==> config.mk <==
export PLATFORM = sky130hd
export DESIGN_NAME = rtt_delay_anomaly_detector
export DESIGN_NICKNAME = d
export VERILOG_FILES = /design/src/hw/rtl/rdad_pkg.sv /design/src/hw/rtl/rdad_rtt_conv.sv /design/src/hw/rtl/rdad_stat_mem.sv /design/src/hw/rtl/rtt_delay_anomaly_detector.sv
export SDC_FILE = /design/constraint.sdc
export NUM_CORES = 2
export LEC_CHECK = 0
export ABC_AREA = 0
export BUFFER_PORTS_ARGS = -buffer_cell sky130_fd_sc_hd__buf_2
export CORE_MARGIN = 3
export CORE_UTILIZATION = 45
export CTS_BUF_LIST = sky130_fd_sc_hd__clkbuf_16
export DETAILED_ROUTE_END_ITERATION = 10
export PLACE_DENSITY = 0.67
export SYNTH_ARGS = -nofsm -noshare
export SYNTH_HDL_FRONTEND = slang
export SYNTH_HIERARCHICAL = 1
export SYNTH_SLANG_ARGS = --single-unit
==> constraint.sdc <==
create_clock -name clk -period 12.6 [get_ports clk]
set_input_delay 1.26 -clock clk [delete_from_list [all_inputs] [get_ports clk]]
set_output_delay 1.26 -clock clk [all_outputs]
set_load 0.02 [all_outputs]
==> src/hw/rtl/rdad_pkg.sv <==
// shared types and constants for the rtt delay anomaly detector
package rdad_pkg;

  // result status codes
  typedef enum logic [2:0] {
    STAT_TIMEOUT  = 3'd0,
    STAT_STARTUP  = 3'd1,
    STAT_BASELINE = 3'd2,
    STAT_NORMAL   = 3'd3,
    STAT_ANOMALY  = 3'd4
  } status_t;

  // configuration register indexes
  localparam int CFG_IDX_W = 8;
  localparam logic [CFG_IDX_W-1:0] CFG_STARTUP_LIMIT = 8'd0;
  localparam logic [CFG_IDX_W-1:0] CFG_ANOMALY_MULT  = 8'd1;

  localparam logic [31:0] STARTUP_LIMIT_RST = 32'd2000;
  localparam logic [3:0]  ANOMALY_MULT_RST  = 4'd4;

  // tick to millisecond conversion
  localparam logic [9:0] MS_PER_SECOND = 10'd1000;

  localparam int TH_W = 36;

  // one node's statistics entry
  typedef struct packed {
    logic [31:0] srtt;
    logic [31:0] rttvar;
  } stat_t;

  // read response of the statistics table
  typedef struct packed {
    stat_t stat;
    logic  init;
  } stat_rd_t;

endpackage

==> src/hw/rtl/rdad_rtt_conv.sv <==
// converts a tick difference to milliseconds with reciprocal multiplication
module rdad_rtt_conv import rdad_pkg::*; #(
  parameter int TICKS_PER_SECOND = 128
) (
  input  logic        clk,
  input  logic        rst,
  input  logic        start,
  input  logic [31:0] send_tick,
  input  logic [31:0] reply_tick,
  output logic        done,
  output logic [31:0] rtt_ms
);

  // floor(x / TICKS_PER_SECOND) for any 32-bit x is (x * RECIP) >> RECIP_SH
  localparam int RECIP_SH = 32 + $clog2(TICKS_PER_SECOND);
  localparam logic [32:0] RECIP =
    33'(((64'd1 << RECIP_SH) + 64'(TICKS_PER_SECOND) - 64'd1) / 64'(TICKS_PER_SECOND));
  localparam logic [31:0] TICKS = 32'(TICKS_PER_SECOND);

  typedef enum logic [5:0] {
    CV_IDLE  = 6'b000001,
    CV_QUOT  = 6'b000010,
    CV_REM   = 6'b000100,
    CV_SCALE = 6'b001000,
    CV_FRAC  = 6'b010000,
    CV_SUM   = 6'b100000
  } conv_state_t;

  conv_state_t  cstate;
  logic [31:0]  diff;
  logic [31:0]  diff_q;
  logic [31:0]  x;
  logic [31:0]  whole_q;
  logic [31:0]  rem_q;
  logic [31:0]  frac_q;
  logic [64:0]  recip_prod;
  logic [31:0]  quot;
  logic [41:0]  ms_full;

  assign diff       = reply_tick - send_tick;
  assign recip_prod = 65'(x) * 65'(RECIP);
  assign quot       = 32'(recip_prod >> RECIP_SH);

  // diff*1000/T split as whole seconds of ticks and the leftover ticks
  assign ms_full = 42'(whole_q) * 42'(MS_PER_SECOND) + 42'(frac_q);

  always_ff @(posedge clk) begin
    if (rst) begin
      cstate <= CV_IDLE;
      done   <= 1'b0;
    end else begin
      unique case (cstate)
        CV_IDLE: begin
          done <= 1'b0;
          if (start) begin
            diff_q <= diff;
            x      <= diff;
            cstate <= CV_QUOT;
          end
        end
        CV_QUOT: begin
          whole_q <= quot;
          cstate  <= CV_REM;
        end
        CV_REM: begin
          rem_q  <= diff_q - whole_q * TICKS;
          cstate <= CV_SCALE;
        end
        CV_SCALE: begin
          // leftover ticks times 1000 stays below 2^30
          x      <= rem_q * 32'(MS_PER_SECOND);
          cstate <= CV_FRAC;
        end
        CV_FRAC: begin
          frac_q <= quot;
          cstate <= CV_SUM;
        end
        CV_SUM: begin
          done   <= 1'b1;
          // saturate to 32 bits
          rtt_ms <= (|ms_full[41:32]) ? 32'hFFFF_FFFF : ms_full[31:0];
          cstate <= CV_IDLE;
        end
        default: cstate <= CV_IDLE;
      endcase
    end
  end

endmodule

==> src/hw/rtl/rdad_stat_mem.sv <==
// per-node statistics memory with init flags
module rdad_stat_mem import rdad_pkg::*; #(
  parameter int NODES = 2,
  parameter int IDX_W = 1
) (
  input  logic             clk,
  input  logic             rst,
  input  logic             rd_en,
  input  logic [IDX_W-1:0] rd_addr,
  output stat_rd_t         rd_data,
  input  logic             wr_en,
  input  logic [IDX_W-1:0] wr_addr,
  input  stat_t            wr_data
);

  stat_t            mem [NODES];
  logic [NODES-1:0] init;
  stat_t            rd_stat;
  logic             rd_init;

  always_ff @(posedge clk) begin
    if (wr_en) begin
      mem[wr_addr] <= wr_data;
    end
    if (rd_en) begin
      rd_stat <= mem[rd_addr];
    end
  end

  // an entry never written reads as zero
  always_ff @(posedge clk) begin
    if (rst) begin
      init    <= '0;
      rd_init <= 1'b0;
    end else begin
      if (wr_en) begin
        init[wr_addr] <= 1'b1;
      end
      if (rd_en) begin
        rd_init <= init[rd_addr];
      end
    end
  end

  assign rd_data.init = rd_init;
  assign rd_data.stat = rd_init ? rd_stat : '0;

endmodule

==> src/hw/rtl/rtt_delay_anomaly_detector.sv <==
// top level of the rtt delay anomaly detector
//
//  channel  dir  handshake           payload
//  s_*      in   s_tvalid/s_tready   tuser: timed_out, node; tdata: send_tick, reply_tick
//  m_*      out  m_tvalid/m_tready   tuser: status; tdata: rtt_ms, srtt, rttvar, thresh, anomaly
//  cfg_*    in   cfg_valid/cfg_ready cfg_index, cfg_data
//
// a reply goes through the tick to millisecond conversion (two reciprocal multiplies, steps
// quot, rem, scale, frac, sum) and then the table update (terms, upd, thresh, done); a timeout
// skips the conversion. the input is ready again in the same cycle as the result appears.
// one item at a time: the table entry is written back before the next item reads it.
// reset clears all node entries at once; the config port is always ready.
// a result waiting on m_tready holds the block in its last step.
module rtt_delay_anomaly_detector import rdad_pkg::*; #(
  parameter int NODES            = 2,
  parameter int TICKS_PER_SECOND = 128
) (
  input  logic                 clk,
  input  logic                 rst,
  input  logic                 s_tvalid,
  output logic                 s_tready,
  input  logic [63:0]          s_tdata,  // send_tick, reply_tick
  input  logic [1:0]           s_tuser,  // timed_out, node
  output logic                 m_tvalid,
  input  logic                 m_tready,
  output logic [135:0]         m_tdata,  // rtt_ms, smoothed_rtt, rtt_variation, threshold, anomaly
  output logic [2:0]           m_tuser,  // status
  input  logic                 cfg_valid,
  output logic                 cfg_ready,
  input  logic [CFG_IDX_W-1:0] cfg_index,
  input  logic [31:0]          cfg_data
);

  localparam int IDX_W = (NODES > 1) ? $clog2(NODES) : 1;

  typedef enum logic [5:0] {
    ST_IDLE   = 6'b000001,
    ST_CONV   = 6'b000010,
    ST_TERMS  = 6'b000100,
    ST_UPD    = 6'b001000,
    ST_THRESH = 6'b010000,
    ST_DONE   = 6'b100000
  } state_t;

  state_t state;

  logic [31:0]    startup_limit;
  logic [3:0]     anomaly_mult;

  logic           accept;
  logic [IDX_W-1:0] node_idx;
  logic           timed_out_q;
  logic [IDX_W-1:0] idx_q;
  logic [31:0]    rtt_q;

  logic           conv_done;
  logic [31:0]    conv_rtt;
  stat_rd_t       rd_data;
  stat_t          wr_data;
  logic           wr_en;

  logic [31:0]    s_term;
  logic [31:0]    v_term;
  logic [31:0]    delta_q;
  logic           too_slow;
  logic [31:0]    s_new;
  logic [31:0]    v_new;
  status_t        status_q;
  logic           upd_wr;
  logic           detect;
  logic [TH_W-1:0] th_q;
  logic           anom;
  logic           out_free;

  logic [34:0]    s_x7;
  logic [33:0]    v_x3;
  logic [31:0]    delta;

  assign accept   = s_tvalid && s_tready;
  assign s_tready = (state == ST_IDLE);
  assign node_idx = (NODES > 1) ? IDX_W'(s_tuser[1]) : '0;
  assign out_free = !m_tvalid || m_tready;

  // configuration writes
  assign cfg_ready = 1'b1;
  always_ff @(posedge clk) begin
    if (rst) begin
      startup_limit <= STARTUP_LIMIT_RST;
      anomaly_mult  <= ANOMALY_MULT_RST;
    end else if (cfg_valid && cfg_ready) begin
      unique case (cfg_index)
        CFG_STARTUP_LIMIT: startup_limit <= cfg_data;
        CFG_ANOMALY_MULT:  anomaly_mult  <= cfg_data[3:0];
        default: ;
      endcase
    end
  end

  rdad_rtt_conv #(
    .TICKS_PER_SECOND(TICKS_PER_SECOND)
  ) u_conv (
    .clk        (clk),
    .rst        (rst),
    .start      (accept && !s_tuser[0]),
    .send_tick  (s_tdata[31:0]),
    .reply_tick (s_tdata[63:32]),
    .done       (conv_done),
    .rtt_ms     (conv_rtt)
  );

  assign wr_en          = (state == ST_DONE) && out_free && upd_wr;
  assign wr_data.srtt   = s_new;
  assign wr_data.rttvar = v_new;

  rdad_stat_mem #(
    .NODES(NODES),
    .IDX_W(IDX_W)
  ) u_mem (
    .clk     (clk),
    .rst     (rst),
    .rd_en   (accept),
    .rd_addr (node_idx),
    .rd_data (rd_data),
    .wr_en   (wr_en),
    .wr_addr (idx_q),
    .wr_data (wr_data)
  );

  // scaled terms of the estimator update
  assign s_x7  = {rd_data.stat.srtt, 3'b000} - 35'(rd_data.stat.srtt);
  assign v_x3  = {rd_data.stat.rttvar, 1'b0} + 34'(rd_data.stat.rttvar);
  assign delta = (rd_data.stat.srtt > rtt_q) ? rd_data.stat.srtt - rtt_q
                                             : rtt_q - rd_data.stat.srtt;
  assign anom  = detect && (TH_W'(rtt_q) > th_q);

  always_ff @(posedge clk) begin
    if (rst) begin
      state <= ST_IDLE;
    end else begin
      unique case (state)
        ST_IDLE: begin
          if (accept) begin
            state <= s_tuser[0] ? ST_TERMS : ST_CONV;
          end
        end
        ST_CONV: begin
          if (conv_done) begin
            state <= ST_TERMS;
          end
        end
        ST_TERMS:  state <= ST_UPD;
        ST_UPD:    state <= ST_THRESH;
        ST_THRESH: state <= ST_DONE;
        ST_DONE: begin
          if (out_free) begin
            state <= ST_IDLE;
          end
        end
        default: state <= ST_IDLE;
      endcase
    end
  end

  always_ff @(posedge clk) begin
    if (accept) begin
      timed_out_q <= s_tuser[0];
      idx_q       <= node_idx;
      rtt_q       <= '0;
    end
    if (state == ST_CONV && conv_done) begin
      rtt_q <= conv_rtt;
    end
    if (state == ST_TERMS) begin
      s_term   <= s_x7[34:3];
      v_term   <= v_x3[33:2];
      delta_q  <= {2'b00, delta[31:2]};
      too_slow <= rtt_q > startup_limit;
    end
    if (state == ST_UPD) begin
      if (timed_out_q) begin
        status_q <= STAT_TIMEOUT;
        s_new    <= rd_data.stat.srtt;
        v_new    <= rd_data.stat.rttvar;
        upd_wr   <= 1'b0;
        detect   <= 1'b0;
      end else if (!rd_data.init && too_slow) begin
        status_q <= STAT_STARTUP;
        s_new    <= rd_data.stat.srtt;
        v_new    <= rd_data.stat.rttvar;
        upd_wr   <= 1'b0;
        detect   <= 1'b0;
      end else if (!rd_data.init) begin
        status_q <= STAT_BASELINE;
        s_new    <= rtt_q;
        v_new    <= {1'b0, rtt_q[31:1]};
        upd_wr   <= 1'b1;
        detect   <= 1'b0;
      end else begin
        status_q <= STAT_NORMAL;
        s_new    <= s_term + {3'b000, rtt_q[31:3]};
        v_new    <= v_term + delta_q;
        upd_wr   <= 1'b1;
        detect   <= 1'b1;
      end
    end
    if (state == ST_THRESH) begin
      th_q <= detect ? TH_W'(s_new) + TH_W'(v_new) * TH_W'(anomaly_mult) : '0;
    end
  end

  // output register
  always_ff @(posedge clk) begin
    if (rst) begin
      m_tvalid <= 1'b0;
    end else if (state == ST_DONE && out_free) begin
      m_tvalid <= 1'b1;
    end else if (m_tready) begin
      m_tvalid <= 1'b0;
    end
  end

  always_ff @(posedge clk) begin
    if (state == ST_DONE && out_free) begin
      m_tuser <= anom ? STAT_ANOMALY : status_q;
      m_tdata <= {3'b000, anom, th_q, v_new, s_new, rtt_q};
    end
  end

endmodule
# [Yosys cells after proc, flatten, opt, wreduce, memory -nomap -nowiden]
# Memories as Yosys holds them, arrays and structs flattened. A register that Yosys moved wholly into a read port is not among the register bits.
# Index checks and enable logic that the tools add are counted.
[totals] wordCells=129 latch_bits=0 ff_bits=601 output_inout_bits=142 memories=1 input_bits=111 ramBits=128 romBits=0
[op_classes] bitwise=2 reduce_logical=28 n_mul=3 eq_ne=17 add_sub_neg=10 n_mux=32 n_div=0 n_shift=0 magnitude_cmp=6
[mem_list] name="u_mem.mem" words=2 width=64 rd=1 rd_clocked_by_memory_dff=1 wr=1 line="rdad_stat_mem.sv:16" text="stat_t mem [NODES];"
[ops] cell="$mux W32" count=10
[ops] cell="$sub A32 B32 Y32" count=4
[ops] cell="$gt A32 B32 Y1" count=2
[ops] cell="$mux W64" count=1
[ops] cell="$pmux W32 S2" count=1
[ops] cell="$add A42 B25 Y42" count=1
[ops] cell="$add A32 B36 Y36" count=1
[ops] cell="$gt A32 B36 Y1" count=1
[ops] cell="$mul A32 B4 Y36" count=1
[ops] cell="$pmux W6 S6" count=1
[ops] cell="$sub A35 B32 Y35" count=1
[ops] cell="$add A33 B32 Y34" count=1
[ops] cell="$add A32 B29 Y32" count=1
[ops] cell="$add A32 B30 Y32" count=1
[ops] cell="$mul A25 B7 Y32 const B" count=1
[ops] cell="$mul A32 B7 Y29 const B" count=1
[ops] cell="$pmux W6 S5" count=1
[ops] cell="$mux W6" count=4
[ops] cell="$eq A6 B1 Y1 const B" count=2
[ops] cell="$eq A6 B2 Y1 const B" count=2
[ops] cell="$eq A6 B3 Y1 const B" count=2
[ops] cell="$eq A6 B4 Y1 const B" count=2
[ops] cell="$eq A6 B5 Y1 const B" count=2
[ops] cell="$eq A6 B6 Y1 const B" count=2
[ops] cell="other kinds (20)" count=52

# [Longest topological paths before layout]
[depth] ltp_word=6 mapped_depth=29 mapped_depth_nobuf=28

# [By module]
# Netlist, hierarchy kept.
[by_module_without_submodules] module="rtt_delay_anomaly_detector" cells_per_inst=2918 seq_area_each_um2=11941.5 area_each_um2=29600.9 instances=1
[by_module_without_submodules] module="rdad_rtt_conv" cells_per_inst=1562 seq_area_each_um2=5094.9 area_each_um2=17105.2 instances=1
[by_module_without_submodules] module="rdad_stat_mem" cells_per_inst=346 seq_area_each_um2=5825.6 area_each_um2=7299.5 instances=1

# [Worst setup path before layout]
# Ideal clock, no wire load.
[synth_timing] kind="input-to-reg" start="input port m_tready" end="memory u_mem/mem[0][0] in the netlist's numbering (enable)" cell_stages=4 n_path_buf=0 arrival_ns=10.926 t_required_ns=12.105 setup_time_ns=0.495 path_slack_ns=1.179 cell_sequence="nand2b_1 > nor2b_1 > and2_1 > nor2b_1"
[synth_via] elab_chain_cells=5
[synth_rtl] item="from (decl)" line="rtt_delay_anomaly_detector.sv:25" text="input logic m_tready,"
[synth_rtl] item="$logic_or A1 B1 Y1" line="rtt_delay_anomaly_detector.sv:82" text="assign out_free = !m_tvalid || m_tready;"
[synth_rtl] item="$logic_and A1 B1 Y1 (2 in series)" line="rtt_delay_anomaly_detector.sv:111" text="assign wr_en = (state == ST_DONE) && out_free && upd_wr;"
[synth_rtl] item="named net wr_en" line="rtt_delay_anomaly_detector.sv:60" text="logic wr_en;"
[synth_rtl] item="$mux W1" line="rdad_stat_mem.sv:22" text="if (wr_en) begin"
[synth_rtl] item="$mux W1 (implied by the code)" line="rdad_stat_mem.sv:23" text="mem[wr_addr] <= wr_data;"
[synth_rtl] item="to (decl)" line="rdad_stat_mem.sv:16"
# The timed path passes the listed nets, and every way through them passes these cells.

# [Final worst setup path]
[layout_timing] start="register u_conv.whole_q[0]" end="register u_conv.rtt_ms[26], data pin"
[layout_via] elab_chain_cells=3
[layout_rtl] item="from (decl)" line="rdad_rtt_conv.sv:33" text="logic [31:0] whole_q;"
[layout_rtl] item="from (signal assigned)" line="rdad_rtt_conv.sv:62" text="whole_q <= quot;"
[layout_rtl] item="$mul A25 B7 Y32 *" line="rdad_rtt_conv.sv:45" text="assign ms_full = 42'(whole_q) * 42'(MS_PER_SECOND) + 42'(frac_q);"
[layout_rtl] item="$add A42 B25 Y42 *" line="rdad_rtt_conv.sv:45"
[layout_rtl] item="$reduce_or A10 Y1" line="rdad_rtt_conv.sv:81" text="rtt_ms <= (|ms_full[41:32]) ? 32'hFFFF_FFFF : ms_full[31:0];"
[layout_rtl] item="to (signal assigned)" line="rdad_rtt_conv.sv:81"
[layout_rtl] item="to (decl)" line="rdad_rtt_conv.sv:11" text="output logic [31:0] rtt_ms"
# Mark *: on every way between the ends. The rest lies on a longest branch, timed or not.
# A chain may end at the register's enable or synchronous reset.

==> results.cfg <==
[worst_setup_path]
critPathMaxFanout = 32
crit_family = adder cells
rr_worst_depth = 25
endpoint_kind = flop
setup.worst_path.end = u_conv/rtt_ms[26]
path_depth = 25
start_kind = flop
cpPeakStageDelay_ns = 0.62
path_class = flop to flop
cp_num_buf_inv = 2
crit_path_start = u_conv/whole_q[0]
r2r-start = u_conv/whole_q[0]
cpMostUsedCell = fa_1
crit_slowest_cell = nor4b_1
required_ns = 13.02
cp.arrival_ns = 8.60
timing.rr.end = u_conv/rtt_ms[26]
worst-r2r-setup-slack_ns = 4.41

[synthesis]
ys_types = 99
synth_area_um2 = 54000
syn_area_per_cell_um2 = 11.2
synth_edf_count = 726
synth.top_cell.area_share_pct = 40.4
synth-main-ff-cell = edfxtp_1
synth-seq-cells = 779
async_flop_share_pct = 0
netlist_top_cells_area = edfxtp_1, ha_1, fa_1
ys_seq_area_share_pct = 42.3
yosysWarnings = 6
synthCells = 4826
synth_top_area_cell = edfxtp_1

[timing]
rsz0062_at_grt = false
slew_headroom_pct = 20.0
finalSetupTns_ns = 0
fmax_ghz = 0.122
final-hold-violation-count = 0
fin_crit_ns = 8.19
post-route-period-util_pct = 65.0
slew_violations = 0
final-setup-viol-count = 0
fin_skew_ns = 0.0408
tightestPinTransition_ns = 1.17

[placement]
portBuffers = 248
placedCellCount = 6599
place_congestion = 0.930
dp_hpwl_mm = 111

[finish]
seq_area_um2 = 22900
fin_cells = 6762
final_common_cell = edfxtp_1
multiInputGateArea_um2 = 28600
layout-drive-gt1-share_pct = 10.7
final_cell_mix = edfxtp_1, inv_1, ha_1
fin_nets = 5968
area_growth_pct = 11.0
fill_cells = 10700

[floorplan]
dieArea_um2 = 124000
die_y_um = 352
num_rows = 126
initial_core_util_pct = 45.6
die_w_um = 352
num_io_pins = 253
coreArea_um2 = 119000

[grt]
grt_max_degree = 57
antenna_found_initial = 4
groute.usage.overall_pct = 23.3
first_global_vias = 38400
grt_pass1_wl_mm = 224
grt-ovfl-total = 0

[clock_tree]
clk_latency_ns = 0.68
numCtsBuffers = 87
clockBufferDepth = 3
cts-root-buf = clkbuf_16
tritoncts = done
cts-htree-levels = 3
cts_sinks = 779
clkTransAtPathRegs_ns = 0.07
cts_hold_buf = 0
post_cts_resized = 0
cts_setup_buffers = 0

[routing]
drt_iter0_markers = 2780
drc = 0
routed_wl_mm = 145
postRouteAntennaNets = 0
via_per_inst = 5.61
vias = 38000
firstDrtPassIters = 6
wl_per_cell_um = 21.5

[status]
outcome = complete, no violations

[power]
power_density_nw_per_um2 = 114
total_power_uw = 6810
leakagePower_uw = 0.0253
ir_worst_vdd_v = 0.000105

[job]
maxCapViolCount = 0

[min_path]
hp-class = flop to flop
-- sequential cells by signal, summed over array words and instances, names as in the netlist, 2 cells and up --
name            count
status_q            2
v_term             32
m_tdata           133
s_term             32
u_conv/rtt_ms      32
u_conv/cstate       6
u_mem/rd_stat      64
u_conv/rem_q       29
v_new              32
u_mem/init          2
delta_q            30
m_tuser             3
u_conv/x           25
state               6
anomaly_mult        4
u_conv/frac_q      25
th_q               36
u_conv/diff_q      29
rtt_q              32
u_conv/whole_q     25
s_new              32
startup_limit      32
u_mem/mem         128
-- logic make-up after synthesis --
group / after synthesis / synth area share [%]
AO/OA/AOI/OAI: 1124 / 13.4
AND/OR/NAND/NOR: 1104 / 10.7
flip-flops: 779 / 42.3
adder cells (fa/ha/maj): 769 / 21.7
buffers and inverters: 666 / 4.83
XOR/XNOR: 278 / 4.52
multiplexers: 104 / 2.47
other: 2 / 0.0139
-- worst min-delay path by stage --
| stage | end | startpoint | depth (start not counted) | slack [ns] |
|---|---|---|---|---|
| after floorplan | u_conv/rem_q[0] | u_conv/diff_q[0] | 0 | 0.40 |
| after detailed placement | u_conv/rem_q[0] | u_conv/diff_q[0] | 0 | 0.41 |
| after CTS | u_conv/rem_q[6] | u_conv/diff_q[6] | 0 | 0.42 |
| after global placement | u_conv/rem_q[5] | u_conv/diff_q[5] | 0 | 0.40 |
| after global routing | u_conv/rem_q[5] | u_conv/diff_q[5] | 0 | 0.42 |
| final | u_conv/rem_q[1] | u_conv/diff_q[1] | 0 | 0.42 |
-- stage by stage --
stage | utilization, % | instance area, µm² | hold slack, ns | setup WS [ns]
CTS | 50.5 | 59900 | 0.422 | 4.31
floorplan | - | 54000 | 0.400 | 1.18
finish | 50.5 | 59900 | 0.416 | 4.41
detailed placement | 48.1 | 57100 | 0.407 | 4.40
global placement | 48.1 | 57100 | 0.400 | 4.55
global route | 50.5 | 59900 | 0.424 | 3.73
-- layout make-up --
type	instances	area share [%]
clock buffer	90	3.76
inverter	551	3.46
multi-input combinational	3383	47.7
tap	1600	3.34
clock inverter	70	0.994
timing repair buffer	286	2.55
sequential	779	38.2
antenna	3	0.0125
-- worst reg2reg max path, cell delays in order, from the launching register on --
cell and delay (ns):
edfxtp_1 0.51, fa_1 0.58, fa_1 0.54, inv_1 0.06, fa_1 0.47, fa_1 0.51
inv_1 0.04, ha_1 0.36, a21o_1 0.20, a21oi_1 0.16, nor4b_1 0.62, nor2_1 0.17
nand3_1 0.14, nand2_1 0.08, xor2_1 0.15, ha_1 0.37, and3_1 0.22, and3_1 0.18
a31oi_1 0.32, a31oi_1 0.19, a21o_1 0.22, a31o_2 0.29, nor4b_2 0.18, a21oi_1 0.17
o2111ai_2 0.62, or3_1 0.57
-- report_power, final --
| part | leakage (µW) | internal, µW | switching (µW) |
|---|---|---|---|
| sequential | 0.00702 | 2940 | 67.4 |
| combinational | 0.0169 | 493 | 751 |
| clock | 0.00142 | 1470 | 1090 |
-- cells in the mapped netlist (54+ instances only) --
master	n
a21o_1	178
a21oi_1	364
and2_1	235
and3_1	76
clkbuf_1	86
edfxtp_1	726
fa_1	278
ha_1	491
inv_1	549
mux2_4	54
nand2_1	238
nand2b_1	64
nand3_1	65
nor2_1	192
nor2b_1	65
o21ai_0	188
xnor2_1	171
xor2_1	106
-- routing by layer --
metal | track usage [%] | vias up | part of all wire [%] | wire [µm]
met4 | 7.95 | 2 | 3.3 | 4770
met2 | 38.5 | 1333 | 47 | 67800
met5 | 0 | - | 0.0076 | 11
met1 | 31.3 | 18700 | 43 | 63100
li1 | - | 17700 | - | -
met3 | 3.52 | 244 | 6.7 | 9790
(Power assumes the default switching activity.)
